==> config.mk <==
export PLATFORM = sky130hd
export DESIGN_NAME = rsl_ctrl
export DESIGN_NICKNAME = d
export VERILOG_FILES = /design/src/rtl/core/rsl_pkg.sv /design/src/rtl/core/rsl_ctrl.sv
export SDC_FILE = /design/constraint.sdc
export NUM_CORES = 1
export LEC_CHECK = 0
export BUFFER_PORTS_ARGS = -buffer_cell sky130_fd_sc_hd__buf_2
export CAP_MARGIN = 20
export CORE_AREA = 4 4 41 43
export CTS_CLUSTER_DIAMETER = 60
export DETAILED_ROUTE_END_ITERATION = 6
export DIE_AREA = 0 0 45 47
export PLACE_DENSITY = 0.64
export SLEW_MARGIN = 30
export SYNTH_ARGS = -nofsm -noshare
export SYNTH_HDL_FRONTEND = slang
export SYNTH_SLANG_ARGS = --single-unit
==> constraint.sdc <==
create_clock -name i_clk -period 1.87 [get_ports i_clk]
set_input_delay 0.374 -clock i_clk [delete_from_list [all_inputs] [get_ports i_clk]]
set_output_delay 0.374 -clock i_clk [all_outputs]
set_load 0.05 [all_outputs]
==> src/rtl/core/rsl_pkg.sv <==
package rsl_pkg;

    localparam int LABELS     = 1024;
    localparam int COUNT_BITS = 22;
    localparam int ADDR_W     = $clog2(LABELS);
    localparam int LBL_W      = 11;
    localparam int ELEV_W     = 16;
    localparam int COV_W      = 8;
    localparam int THR_W      = 15;
    localparam int CFG_IDX_W  = 2;
    localparam int CFG_DATA_W = 16;
    localparam int SUM_W      = COUNT_BITS + ELEV_W;
    localparam int Q4_W       = 26;
    localparam int PROD_W     = Q4_W + COV_W + 1;
    localparam int DIV_MAG_W  = SUM_W + 4;
    localparam int DIV_STEPS  = 23;
    localparam int DIV_CNT_W  = $clog2(DIV_STEPS);
    localparam int QUOT_W     = DIV_STEPS + 1;

    // coverage weight: x / 255 as (x * ceil(2^39 / 255)) >> 39, exact for x < 2^30
    localparam int COV_MAG_W  = 30;
    localparam int COV_RCP_W  = 32;
    localparam logic [COV_RCP_W-1:0] COV_RCP = 32'h8080_8081;
    localparam int COV_SHIFT  = 39;
    localparam int COV_PROD_W = COV_MAG_W + COV_RCP_W;
    localparam int COV_Q_W    = COV_PROD_W - COV_SHIFT;

    typedef logic [1:0] t_cmd;
    localparam t_cmd CMD_ACC    = 2'd0;
    localparam t_cmd CMD_FLAT   = 2'd1;
    localparam t_cmd CMD_CLR    = 2'd2;
    localparam t_cmd CMD_UNUSED = 2'd3;

    typedef logic [1:0] t_kind;
    localparam t_kind KIND_KEEP  = 2'd0;
    localparam t_kind KIND_OCEAN = 2'd1;
    localparam t_kind KIND_LAKE  = 2'd2;

    typedef logic [CFG_IDX_W-1:0] t_cfg_idx;
    localparam t_cfg_idx CFG_OCEAN  = 2'd0;
    localparam t_cfg_idx CFG_THR    = 2'd1;
    localparam t_cfg_idx CFG_CARVE  = 2'd2;
    localparam t_cfg_idx CFG_USECOV = 2'd3;

    typedef struct packed {
        logic [COUNT_BITS-1:0]   cnt;
        logic signed [SUM_W-1:0] sum;
        logic signed [ELEV_W-1:0] mn;
    } t_stat;

    typedef struct packed {
        t_stat area;
        t_stat outline;
    } t_entry;

    localparam t_stat STAT_EMPTY = '{cnt: '0, sum: '0, mn: 16'sh7FFF};
    localparam int ENTRY_W = $bits(t_entry);

    typedef struct packed {
        t_cmd                      cmd;
        logic signed [LBL_W-1:0]   label;
        logic signed [LBL_W-1:0]   left_label;
        logic signed [LBL_W-1:0]   right_label;
        logic signed [LBL_W-1:0]   up_label;
        logic signed [LBL_W-1:0]   down_label;
        logic                      on_border;
        logic signed [ELEV_W-1:0]  elevation;
        logic [COV_W-1:0]          coverage;
    } t_in_word;

    typedef struct packed {
        logic signed [ELEV_W-1:0] out_elevation;
        t_kind                    pixel_kind;
        logic signed [ELEV_W-1:0] lake_level;
    } t_out_word;

    typedef enum logic [4:0] {
        OP_NONE, OP_SWEEP, OP_LOAD, OP_READ, OP_DECIDE,
        OP_START_AVG, OP_TAKE_AVG, OP_START_OAVG, OP_TAKE_OAVG,
        OP_LVL_A, OP_LVL_B, OP_DIFF, OP_MUL, OP_START_COV, OP_TAKE_COV,
        OP_FIN, OP_OUT
    } t_op;

    typedef struct packed {
        logic sweep_last;
        logic flat;
        logic outline_nz;
        logic div_done;
        logic use_cov;
        logic out_hold;
    } t_dp_status;

endpackage

==> src/rtl/core/rsl_ctrl.sv <==
module rsl_ctrl (
    input  logic                 i_clk,
    input  logic                 i_rst_n,
    input  logic                 i_in_valid,
    input  rsl_pkg::t_dp_status  i_status,
    output logic                 o_in_ready,
    output rsl_pkg::t_op         o_op
);
    import rsl_pkg::*;

    typedef enum logic [3:0] {
        S_SWEEP, S_IDLE, S_READ, S_DECIDE, S_AVG0, S_AVG, S_OAVG0, S_OAVG,
        S_LVLA, S_LVLB, S_DIFF, S_MUL, S_COV0, S_COV, S_FIN, S_DONE
    } t_state;

    t_state r_state, n_state;
    logic   r_in_ready;

    always_comb begin
        n_state = r_state;
        o_op    = OP_NONE;
        unique case (r_state)
            S_SWEEP: begin
                o_op = OP_SWEEP;
                if (i_status.sweep_last) n_state = S_IDLE;
            end
            S_IDLE: begin
                if (i_in_valid) begin
                    o_op    = OP_LOAD;
                    n_state = S_READ;
                end
            end
            S_READ: begin
                o_op    = OP_READ;
                n_state = S_DECIDE;
            end
            S_DECIDE: begin
                o_op    = OP_DECIDE;
                n_state = i_status.flat ? S_AVG0 : S_DONE;
            end
            S_AVG0: begin
                o_op    = OP_START_AVG;
                n_state = S_AVG;
            end
            S_AVG: begin
                if (i_status.div_done) begin
                    o_op    = OP_TAKE_AVG;
                    n_state = i_status.outline_nz ? S_OAVG0 : S_LVLA;
                end
            end
            S_OAVG0: begin
                o_op    = OP_START_OAVG;
                n_state = S_OAVG;
            end
            S_OAVG: begin
                if (i_status.div_done) begin
                    o_op    = OP_TAKE_OAVG;
                    n_state = S_LVLA;
                end
            end
            S_LVLA: begin
                o_op    = OP_LVL_A;
                n_state = S_LVLB;
            end
            S_LVLB: begin
                o_op    = OP_LVL_B;
                n_state = S_DIFF;
            end
            S_DIFF: begin
                o_op    = OP_DIFF;
                n_state = i_status.use_cov ? S_MUL : S_FIN;
            end
            S_MUL: begin
                o_op    = OP_MUL;
                n_state = S_COV0;
            end
            S_COV0: begin
                o_op    = OP_START_COV;
                n_state = S_COV;
            end
            S_COV: begin
                o_op    = OP_TAKE_COV;
                n_state = S_FIN;
            end
            S_FIN: begin
                o_op    = OP_FIN;
                n_state = S_DONE;
            end
            S_DONE: begin
                // hold until the output register frees up
                if (!i_status.out_hold) begin
                    o_op    = OP_OUT;
                    n_state = S_IDLE;
                end
            end
            default: n_state = S_IDLE;
        endcase
    end

    always_ff @(posedge i_clk) begin
        if (!i_rst_n) begin
            r_state    <= S_SWEEP;
            r_in_ready <= 1'b0;
        end else begin
            r_state    <= n_state;
            r_in_ready <= (n_state == S_IDLE);
        end
    end

    assign o_in_ready = r_in_ready;
endmodule

==> summary.txt, run 1 <==
Logic synthesis
  • Ys Warns: 0
  • Post-synth EDFFs: 0
  • Post-synthesis instance total: 57
  • Synth area leaders: dfxtp_1, a21oi_1, nor4b_4, o21ai_0, and2_1
  • Synth area leader: dfxtp_1
  • Cell Area, Synth: 437 um^2
  • FF+latch count, synth: 5
  • Syn Nets: 66
  • Post-synthesis sequential area ratio: 22.9%
  • Avg Cell Area, Syn: 7.66 um^2
  • Post-synth top flop: dfxtp_1
  • Post-synth top area share: 22.9%
  • Distinct cell type count after synthesis: 28
  • Async SR Flop Fraction: 0%

Clocking
  • Depth of the CTS H-tree: 1
  • CTS tree: built
  • Root buffer cell: clkbuf_4
  • Hold Buf Count CTS: 0
  • Clock sinks: 5
  • Reg clk slew, reported paths: 0.04 ns
  • # resized after CTS: 1
  • CTS buffer count: 3
  • Setup bufs post-CTS: 0
  • Clock tree buffer depth: 2
  • Clock latency on the worst-skew pair: 0.24 ns

Floorplan
  • Die Area: 0.00212 mm^2
  • Initial core utilization: 33.6%
  • # IOs: 15
  • Row Count: 13
  • Die Y: 47 um
  • Die X: 45 um
  • Core Region: 0.00130 mm^2

Worst hold path
  • Hold Crit Endpoint: r_state[1]$_SDFF_PN0_
  • Hold Startpoint: i_rst_n
  • Worst Hold Depth: 2
  • Worst min-delay path category: in -> reg

Timing
  • Setup violators final: 0
  • Slew HR: 78.4%
  • Final hold violation count: 0
  • Final TNS setup: 0 ns
  • Max Clk Rate: 0.561 GHz
  • Clock skew: 0.00266 ns
  • Final WS setup: 0.0860 ns
  • RSZ-0062 raised after global routing: no
  • Least-Margin Pin Slew: 0.321 ns
  • Slew Viols, Final: 0
  • Period utilization: 95.4%
  • Final worst path period need: 1.78 ns

Setup path
  • Crit-path slowest cell: dfxtp_2
  • CP Buf/Inv Count: 1
  • Worst R2R Setup Slack: 0.37 ns
  • Worst reg2reg path endpoint: o_in_ready$_SDFF_PN0_
  • Worst reg-to-reg path cell count: 5
  • Crit-path cells: nand3_2 > nor3b_2 > clkbuf_4
  • Kind of critical path: reg -> out
  • Worst path arrival time: 1.41 ns
  • Delay-heaviest family, CP: flip-flops
  • RR Startpoint: r_state[0]$_SDFF_PN0_
  • CP max stage delay: 0.45 ns
  • Crit path launch type: flop
  • CP max FO: 14
  • Setup crit end kind: primary output
  • Critical Path RT: 1.50 ns

Pwr
  • Pwr Density: 987 mW/mm^2
  • Leakage: 0.240 nW
  • VDD IR max: 0.363 mV

Final layout
  • Layout overhead on the synthesized area: 30.9%
  • Commonest non-fill, non-tap cell in the layout: buf_2
  • Share of cells above drive strength 1: 44.0%
  • Final nets: 85
  • # diodes: 0
  • Most frequent cells in the layout: buf_2, nand2_1, o21ai_1, a21oi_1
  • FILL cells: 142

Global routing
  • Global-route wire length before repair: 1.73 mm
  • Overall routing resource usage: 11.2%
  • GRT overflow: 0
  • Initial antenna violation count: 0
  • GR Util met3: 3.45%
  • M1 GR Usage: 15.0%
  • Busiest grt layer: met2
  • Vias in the first global route: 395
  • GR Layer Usage met2: 16.4%
  • Largest net degree at the start of global routing: 15

Detailed routing
  • WL/cell: 11.5 um
  • DR iter-0 viols: 11
  • Vias per cell: 5.28
  • Routed Antenna Nets: 0
  • Vias: 475
  • Post-route DRC: 0
  • Final WL: 1.03 mm
  • Drt pass-1 iters: 4

Placed design
  • Detailed placement HPWL: 812 um
  • Final RePlAce weighted congestion: 0.885
  • DP Worst Slack: 0.162 ns
  • Number of port buffers: 14

Run
  • Number of max-cap violations: 0

Run status
  • Status: finished clean
-- worst register-to-register path: stages (launching register included) --
cell and delay, ns:
dfxtp_2 0.37, buf_4 0.16, or4_1 0.50, o21ai_1 0.14, a21oi_1 0.06, nor4b_4 0.14
-- stage by stage --
| step | total power [mW] | util (%) | cells | area [um^2] | hold slack (ns) |
|---|---|---|---|---|---|
| 2_1_floorplan | 0.369 | - | 57 | 437 | 0.496 |
| 3_3_place_gp | 0.429 | 40.6 | 86 | 528 | 0.626 |
| 3_5_place_dp | 0.428 | 40.6 | 86 | 528 | 0.619 |
| 4_1_cts | 0.559 | 42.7 | 90 | 556 | 0.365 |
| 5_1_grt | 0.614 | 43.9 | 90 | 572 | 0.379 |
| 6_report | 0.564 | 43.9 | 90 | 572 | 0.378 |
-- layer usage --
layer / vias up / wire, um
met2: 13 / 486
met1: 212 / 476
met4: 0 / 19
met5: - / 0
met3: 2 / 50
li1: 248 / -
-- report_power, final --
group	total [mW]	leakage, nW	switching (mW)	internal, mW
clock network	0.126	0.0150	0.0452	0.0807
logic	0.274	0.183	0.174	0.100
registers	0.164	0.0426	0.0343	0.130
total	0.564	0.240	0.253	0.311
-- synth_stat cells, types with 2 or more instances --
cell      count
o21ai_0       4
nor2_1        3
nand2b_1      2
dfxtp_1       5
o21ai_1       2
and2_1        3
nand2_1       5
a31oi_1       2
buf_4         2
o311ai_0      2
inv_1         4
o31ai_1       2
nor3_1        2
a21oi_1       5
-- worst max-delay path by stage --
stage,from,to,slack (ns),cells past startpoint
4_1_cts,r_state[0]$_SDFF_PN0_,o_op[4],0.004,3
6_report,r_state[2]$_SDFF_PN0_,o_op[4],0.09,3
5_1_grt,r_state[2]$_SDFF_PN0_,o_op[1],0.02,4
3_3_place_gp,i_status[2],o_op[1],0.17,5
2_1_floorplan,r_state[2]$_SDFF_PN0_,o_in_ready$_SDFF_PN0_,0.07,5
3_5_place_dp,i_status[2],o_op[1],0.16,5
-- sequential cells by signal, summed over array words and instances, names as in the netlist --
register,cells
r_state,4
o_in_ready,1
-- area by class of cell --
| class | count | area (um^2) | share of cell area (%) |
|---|---|---|---|
| multi-input cells | 44 | 305 | 53.4 |
| flip-flops and latches | 5 | 105 | 18.4 |
| repair buffers | 17 | 97.6 | 17.1 |
| clock buffers | 4 | 26.3 | 4.60 |
| inverters | 5 | 18.8 | 3.28 |
| well taps | 15 | 18.8 | 3.28 |
-- cells by family (layout without fill, tap and decap cells) --
logic type,after synthesis,after routing,share of synthesized area (%)
AOI/OAI and AO/OA,22,22,35.2
buffers and inverters,8,26,8.88
DFF,5,5,22.9
and+or+nand+nor,22,22,33.0
Note: power is estimated with default switching activity, not from simulation.
==> inputs of run 2 (changes only) <==
- ABC_AREA: not set -> 1
- PLACE_DENSITY: 0.64 -> 0.68
==> summary.txt, run 2 <==
Floorplan
  • Die Y: 47 um (unchanged)
  • Die X: 45 um (unchanged)
  • Row Count: 13 (unchanged)
  • # IOs: 15 (unchanged)
  • Initial core utilization: 37.1% (+3.6 points)
  • Die Area: 0.00212 mm^2 (unchanged)
  • Core Region: 0.00130 mm^2 (unchanged)

Final layout
  • Share of cells above drive strength 1: 28.0% (-16 points)
  • Commonest non-fill, non-tap cell in the layout: nand2_1
  • Final nets: 117 (+38%)
  • Largest register FFs: 4 (unchanged)
  • Most frequent cells in the layout: nand2_1, nor2_1, inv_1, nand3_1, buf_2
  • Non-filler cells, final: 122 (+36%)
  • Reg with most FFs: r_state
  • Final instance area: 624 um^2 (+9.2%)
  • FILL cells: 157 (+11%)
  • Layout overhead on the synthesized area: 29.3%
  • Final Core Density: 48.0% (+4.0 points)
  • # diodes: 0 (unchanged)

Setup path
  • RR Startpoint: r_state[0]$_SDFF_PN0_
  • Crit path launch type: flop
  • Worst reg2reg path endpoint: o_in_ready$_SDFF_PN0_
  • Setup crit end kind: primary output
  • Worst path arrival time: 1.41 ns (about the same)
  • CP max FO: 5 (-9)
  • Worst R2R Setup Slack: 0.55 ns (+0.18 ns)
  • Kind of critical path: reg -> out
  • Critical Path RT: 1.50 ns (about the same)
  • Worst reg-to-reg path cell count: 7 (+2)

Global routing
  • Vias in the first global route: 500 (+27%)
  • Overall routing resource usage: 14.0% (+2.8 points)
  • GRT overflow: 0 (unchanged)
  • Largest net degree at the start of global routing: 8 (-7)
  • Global-route wire length before repair: 2.13 mm (+23%)
  • Initial antenna violation count: 0 (unchanged)

Clocking
  • Root buffer cell: clkbuf_4
  • Setup bufs post-CTS: 0 (unchanged)
  • CTS tree: built
  • Clock latency on the worst-skew pair: 0.24 ns (about the same)
  • Clock tree buffer depth: 2 (unchanged)
  • Depth of the CTS H-tree: 1 (unchanged)
  • CTS buffer count: 3 (unchanged)
  • Hold Buf Count CTS: 0 (unchanged)
  • Reg clk slew, reported paths: 0.04 ns (about the same)
  • Clock sinks: 5 (unchanged)

Detailed routing
  • Vias: 596 (+25%)
  • Routed Antenna Nets: 0 (unchanged)
  • Post-route DRC: 0 (unchanged)
  • WL/cell: 10.7 um (-7.2%)
  • Drt pass-1 iters: 4 (unchanged)
  • Final WL: 1.30 mm (+26%)
  • DR iter-0 viols: 20 (+9)
  • Vias per cell: 4.89 (-7.4%)

Run
  • Number of max-cap violations: 0 (unchanged)

Placed design
  • Final RePlAce weighted congestion: 0.889 (+0.49%)
  • Detailed placement HPWL: 1.05 mm (+29%)
  • Dpl cells: 118 (+37%)
  • DP Area: 577 um^2 (+9.2%)
  • DP Worst Slack: 0.254 ns (+0.0923 ns)
  • Number of port buffers: 14 (unchanged)

Logic synthesis
  • Async SR Flop Fraction: 0% (unchanged)
  • Most frequent cells after synthesis: nand2_1, nor2_1, inv_1, nand3_1, dfxtp_1
  • Post-synth top area share: 21.8% (-1.2 points)
  • Post-synth top flop: dfxtp_1
  • Post-synthesis instance total: 89 (+56%)
  • Synth area leaders: nand2_1, dfxtp_1, nand3_1, nor2_1, inv_1
  • Ys Warns: 0 (unchanged)
  • Synth area leader: nand2_1
  • Cell Area, Synth: 483 um^2 (+11%)
  • Syn Nets: 98 (+48%)
  • Distinct cell type count after synthesis: 17 (-39%)
  • Post-synth EDFFs: 0 (unchanged)
  • FF+latch count, synth: 5 (unchanged)
  • Most frequent cell after synthesis: nand2_1
  • Post-synthesis sequential area ratio: 20.7% (-2.2 points)
  • Avg Cell Area, Syn: 5.43 um^2 (-29%)

Timing
  • Hold WS: 0.359 ns (-0.0188 ns)
  • Period utilization: 95.6% (+0.19 points)
  • Final WS setup: 0.0824 ns (-0.00360 ns)
  • Final worst path period need: 1.79 ns (+0.00360 ns)
  • Max Clk Rate: 0.559 GHz (-0.20%)
  • Final hold violation count: 0 (unchanged)
  • Slew HR: 81.9% (+3.5 points)
  • Slew Viols, Final: 0 (unchanged)
  • Setup violators final: 0 (unchanged)
  • Least-Margin Pin Slew: 0.271 ns (-0.0498 ns)
  • Clock skew: 0.000951 ns (-0.00171 ns)

Pwr
  • Leakage: 0.356 nW (+48%)
  • VDD IR max: 0.592 mV (+63%)
  • Pwr Density: 1240 mW/mm^2 (+26%)

Worst hold path
  • Hold Crit Endpoint: r_state[1]$_SDFF_PN0_
  • Worst min-delay path category: in -> reg
  • Hold Startpoint: i_rst_n
  • Worst Hold Depth: 3 (+1)

Run status
  • Status: finished clean
[run 2: cell families after synthesis]
| family | count (synthesis) | synth area share, % |
|---|---|---|
| buffers and inverters | 13 | 10.1 |
| AND/OR/NAND/NOR | 62 | 57.8 |
| AO/OA/AOI/OAI | 9 | 11.4 |
| flip-flops | 5 | 20.7 |
[run 2: through the flow]
step	power, mW	TNS, ns
finish	0.774	0
global route	0.838	-0.00708
CTS	0.747	0
detailed placement	0.608	0
global placement	0.608	0
floorplan	0.515	0
[run 2: worst max-delay path by stage]
stage / startpoint / endpoint / cells past startpoint
4_1_cts: r_state[1]$_SDFF_PN0_ / o_op[1] / 7
5_1_grt: r_state[1]$_SDFF_PN0_ / o_op[2] / 6
6_report: r_state[2]$_SDFF_PN0_ / o_op[2] / 5
3_3_place_gp: r_state[0]$_SDFF_PN0_ / o_op[1] / 5
3_5_place_dp: r_state[1]$_SDFF_PN0_ / o_op[1] / 7
2_1_floorplan: r_state[0]$_SDFF_PN0_ / o_op[1] / 4
[run 2: final cells by class]
type	count	area, um^2	area share (%)
multi-input combinational	71	347	55.5
tap	15	18.8	3.01
inverter	13	48.8	7.82
timing repair buffer	14	81.3	13.0
sequential	5	103	16.4
clock buffer	4	26.3	4.21
[run 2: timing repair]
item / 4_1_cts / 5_1_grt
endpoints found under the setup margin: 1 / 3
cloned: 0 / 0
resized for setup: 1 / 7
[run 2: worst max-delay path: stages (launching register included)]
cell      delay [ns]
dfxtp_1         0.47
nand2_2         0.10
nor2_2          0.19
nand2_1         0.11
nand3_1         0.09
clkbuf_4        0.23
[run 2: metal layers]
metal / wire length, um / track usage, % / part of all wire, %
met2: 585 / 21.8 / 45
met4: 29 / 7.02 / 2.2
met1: 610 / 18.0 / 47
met3: 75 / 3.45 / 5.8
met5: 0 / 0 / 0
[run 2: where the power goes]
part | switching (mW) | leakage, nW | internal (mW)
Combinational | 0.339 | 0.299 | 0.140
Clock | 0.0420 | 0.0150 | 0.0805
Sequential | 0.0330 | 0.0417 | 0.139
